<file path="src/hw/rtl/salsa_pkg.sv">
// salsa_pkg: shared types and constants for the salsa20 stream cipher
// used by the controller, the core datapath and the top level
`default_nettype none
package salsa_pkg;
	localparam logic [31:0] SIGMA0 = 32'h61707865;
	localparam logic [31:0] SIGMA1 = 32'h3320646e;
	localparam logic [31:0] SIGMA2 = 32'h79622d32;
	localparam logic [31:0] SIGMA3 = 32'h6b206574;

	localparam logic [2:0] REG_KEY0  = 3'd0;
	localparam logic [2:0] REG_KEY1  = 3'd1;
	localparam logic [2:0] REG_KEY2  = 3'd2;
	localparam logic [2:0] REG_KEY3  = 3'd3;
	localparam logic [2:0] REG_NONCE = 3'd4;
	localparam logic [2:0] REG_ROUND = 3'd5;

	typedef enum logic [1:0] {
		ST_IDLE,
		ST_ROUND,
		ST_OUT
	} state_t;

	typedef struct packed {
		logic load;     // load initial state
		logic dround;   // apply one double round
		logic finish;   // add initial state into keystream
	} cmd_t;

	typedef logic [15:0][31:0] block_t;

	function automatic logic [31:0] rotl(input logic [31:0] v, input int s);
		rotl = (v << s) | (v >> (32 - s));
	endfunction

	function automatic logic [127:0] qr(input logic [31:0] a, input logic [31:0] b,
			input logic [31:0] c, input logic [31:0] d);
		logic [31:0] nb, nc, nd, na;
		nb = b ^ rotl(a + d, 7);
		nc = c ^ rotl(nb + a, 9);
		nd = d ^ rotl(nc + nb, 13);
		na = a ^ rotl(nd + nc, 18);
		qr = {na, nb, nc, nd};
	endfunction
endpackage
`default_nettype wire

</file>
<file path="src/hw/rtl/salsa_ctrl.sv">
// salsa_ctrl: sequencer for block generation and word handshakes
// depends on salsa_pkg
`default_nettype none
module salsa_ctrl import salsa_pkg::*; (
	input  wire logic clk,
	input  wire logic arst_n,
	input  wire logic start,      // accepted word needs a new block
	input  wire logic go,         // accepted word without new block
	input  wire logic twenty,
	input  wire logic out_free,
	output cmd_t      cmd,
	output logic      busy,
	output logic      emit
);
	state_t state_q, state_d;
	logic [3:0] cnt_q;

	always_comb begin
		state_d = state_q;
		unique case (state_q)
			ST_IDLE:  if (start) state_d = ST_ROUND; else if (go) state_d = ST_OUT;
			ST_ROUND: if (cnt_q == 4'd0) state_d = ST_OUT;
			ST_OUT:   if (out_free) state_d = ST_IDLE;
			default:  state_d = ST_IDLE;
		endcase
	end

	always_comb begin
		cmd = '0;
		cmd.load = start && state_q == ST_IDLE;
		cmd.dround = state_q == ST_ROUND && cnt_q != 4'd0;
		cmd.finish = state_q == ST_ROUND && cnt_q == 4'd0;
		busy = state_q != ST_IDLE;
		emit = state_q == ST_OUT && out_free;
	end

	always_ff @(posedge clk or negedge arst_n) begin
		if (!arst_n) begin
			state_q <= ST_IDLE;
			cnt_q <= '0;
		end else begin
			state_q <= state_d;
			if (cmd.load) cnt_q <= twenty ? 4'd10 : 4'd6;
			else if (cmd.dround) cnt_q <= cnt_q - 4'd1;
		end
	end
endmodule
`default_nettype wire

</file>
<file path="config.mk">
export PLATFORM = sky130hd
export DESIGN_NAME = salsa_ctrl
export DESIGN_NICKNAME = d
export VERILOG_FILES = /design/src/hw/rtl/salsa_pkg.sv /design/src/hw/rtl/salsa_ctrl.sv
export SDC_FILE = /design/constraint.sdc
export NUM_CORES = 1
export LEC_CHECK = 0
export BUFFER_PORTS_ARGS = -buffer_cell sky130_fd_sc_hd__buf_2
export CAP_MARGIN = 10
export CORE_AREA = 3 3 40 42
export DETAILED_ROUTE_END_ITERATION = 8
export DIE_AREA = 0 0 43 45
export PLACE_DENSITY = 0.48
export SYNTH_ARGS = -nofsm -noshare
export SYNTH_HDL_FRONTEND = slang
export SYNTH_SLANG_ARGS = --single-unit
</file>
<file path="constraint.sdc">
create_clock -name clk -period 1.3 [get_ports clk]
set_input_delay 0.13 -clock clk [delete_from_list [all_inputs] [get_ports clk]]
set_output_delay 0.13 -clock clk [all_outputs]
set_load 0.02 [all_outputs]
</file>
==> results.py <==
metrics = {
    "synth": {
        "ys_warn_count": 0,
        "netlist_instances": 38,
        "synth_area_leader_cell": "dfrtp_1",
        "synth_area_leaders": "dfrtp_1 42%, o21ai_0 7.0%, inv_1 4.2%",
        "netlist_area_sq_um": 358,
        "synth_edf_count": 0,
        "synth_seq_cells": 6,
        "async_reset_ff_frac": 1.00,
        "syn_nets": 45,
        "ys_seq_area_frac": 0.420,
        "post-synth-top-count-cell": "dfrtp_1",
        "synth.distinct_cells": 21,
        "synth.avg_cell_area_sq_um": 9.42,
        "synth_ff_type": "dfrtp_1",
        "yosys.area.top_type_share": 0.420,
        "ys_top_cells_by_count": "6 x dfrtp_1, 5 x o21ai_0, 4 x inv_1",
    },
    "global_routing": {
        "met1_usage": 0.138,
        "grt_util_met2": 0.165,
        "grt_overflow": 0,
        "gr-usage-met3": 0.0319,
        "grt_pass1_vias": 364,
        "grtUsageTotal": 0.113,
        "grt_pass1_wl_microns": 1580,
        "globalRoute.busiestLayer": "met2",
        "grt_max_degree": 8,
        "antenna_found_initial": 0,
    },
    "place": {
        "place.gp.congestion": 0.717,
        "place_hpwl_microns": 620,
        "io_buffers": 10,
        "place_ws_ps": -65.6,
    },
    "power": {
        "p_leak_nw": 0.287,
        "peakVddDrop_mv": 1.07,
        "power_density_nw_per_um2": 2570,
        "power_mw": 1.65,
    },
    "clock_tree": {
        "tritoncts": "yes",
        "cts-htree-levels": 1,
        "clock_latency_ps": 250,
        "clockBufferDepth": 2,
        "cts_made_buffers": 3,
        "root_buffer": "clkbuf_4",
        "numClockSinks": 6,
        "clkTransAtPathRegs_ps": 50,
    },
    "finish": {
        "multiInputGateArea_sq_um": 248,
        "nets": 71,
        "fillers": 116,
        "drive_above_1_share": 0.661,
        "num_antenna_cells": 0,
        "synthToLayoutAreaGrowth_pct": 79.7,
        "ff_latch_area_sq_um": 150,
    },
    "timing": {
        "finalSetupViolCount": 6,
        "hold_violations": 0,
        "rsz0062_at_grt": "yes",
        "period_share": 1.16,
        "clock.fmax_mhz": 661,
        "fin_ws_ps": -213,
        "max_slew_margin": 0.812,
        "tns_ps": -852,
        "finClkSkew_ps": 1.60,
        "final_max_slew_viol_count": 0,
        "tightestPinTransition_ps": 279,
        "period_needed_ps": 1510,
    },
    "setup_path": {
        "cp_common_cell": "buf_6",
        "crit_chain": "inv_2, ha_4, nor3b_4, buf_6, nor2_4, buf_6",
        "ff2ff_setup_slack_ps": -200,
        "startpoint_type": "register",
        "slowest_delay_ps": 390,
        "end_kind": "output pin",
        "critical_path_class": "reg -> out",
        "critPathRequiredTime_ps": 1170,
        "cp_slowest_cell": "dfrtp_1",
        "arrival_ps": 1380,
        "crit_fanout": 3,
    },
    "die": {
        "io_pins": 11,
        "die_w_microns": 43,
        "die-area_sq_um": 1940,
        "coreArea_sq_um": 1280,
        "start_util": 0.278,
        "fp-row-count": 13,
        "die_h_microns": 45,
    },
    "detailed_routing": {
        "dr.first_iter.drc_count": 8,
        "ant_nets": 0,
        "viasPerCell": 4.79,
        "finalWirelength_microns": 1030,
        "post_drt_wl_per_cell_microns": 13.4,
        "drc_errors": 0,
        "first_pass_iters": 4,
        "vias": 369,
    },
    "flow_run": {
        "maxCapViolCount": 0,
    },
    "status": {
        "status": "complete, but fails checks",
        "failed_checks": "negative setup slack",
    },
    "hold_path": {
        "min_path_type": "in -> reg",
    },
}
-- critical path: cells and delay by family, from the launching register on --
kind,cells,cell delay [ps]
fa+ha+maj,1,140
buf+inv,3,340
simple gates,2,270
flops,1,390
-- report_power, final --
group	switching (mW)	internal [mW]	total (mW)	leakage (nW)
Sequential	0.0859	0.280	0.366	0.0720
Combinational	0.498	0.606	1.10	0.201
Clock	0.0759	0.105	0.181	0.0138
Total	0.660	0.992	1.65	0.287
-- path summary, 6_finish.rpt --
path	start	to	cells after the start
worst max-delay path	cnt_q[1]	cmd[1]	6
worst min-delay path	out_free	state_q[1]	2
worst max register to register	cnt_q[1]	cnt_q[3]	4
worst min register to register	cnt_q[1]	cnt_q[1]	3
max in group asynchronous	arst_n	state_q[1]	2
min in group asynchronous	arst_n	cnt_q[3]	2
-- repair_timing --
item | CTS | global route
endpoints found under the hold margin | 6 | 0
resized for setup | 16 | 15
hold buffers | 1 | 0
pin swaps | 3 | 3
endpoints found under the setup margin | 8 | 11
buffers inserted | 4 | 1
cloned | 0 | 0
-- cells by family (layout without fill, tap and decap cells) --
logic type      count (synthesis)  in the layout  synth area share
compound gates                 11             11             0.196
fa+ha+maj                       1              1            0.0350
buf+inv                         6             30            0.0944
flops                           6              6             0.420
simple gates                   14             14             0.255
-- metal layers --
layer  part of all wire  vias to the layer above
met2               0.47                       11
met1               0.46                      172
met5                  0                        -
li1                   -                      184
met4              0.015                        0
met3              0.052                        2
-- state kept, by name (all words and copies together), names as in the netlist --
signal and cells:
state_q 2, cnt_q 4
-- per-stage QoR --
stage	cells	hold slack (ps)	util	instance area, sq um
after floorplan	38	-166	-	368
after global placement	68	-34.7	0.366	470
after detailed placement	68	-35.3	0.366	470
after CTS	76	76.3	0.448	576
after global routing	77	94.0	0.500	643
final	77	81.6	0.500	643
-- area by class of cell --
type | count | area share
Multi-Input combinational cell | 26 | 0.385
Tap cell | 15 | 0.0292
Sequential cell | 6 | 0.233
Clock buffer | 3 | 0.0350
Inverter | 4 | 0.0272
Timing Repair Buffer | 23 | 0.290
-- cell usage in the layout (no fill, tap or decap), types with 2 or more instances in the layout --
master and instances:
clkbuf_4 3, dfrtp_1 6, inv_2 2, buf_6 7
buf_4 9, o21ai_0 4, buf_2 6, nand3b_1 2
No activity file was read; power rests on OpenSTA's default activity.
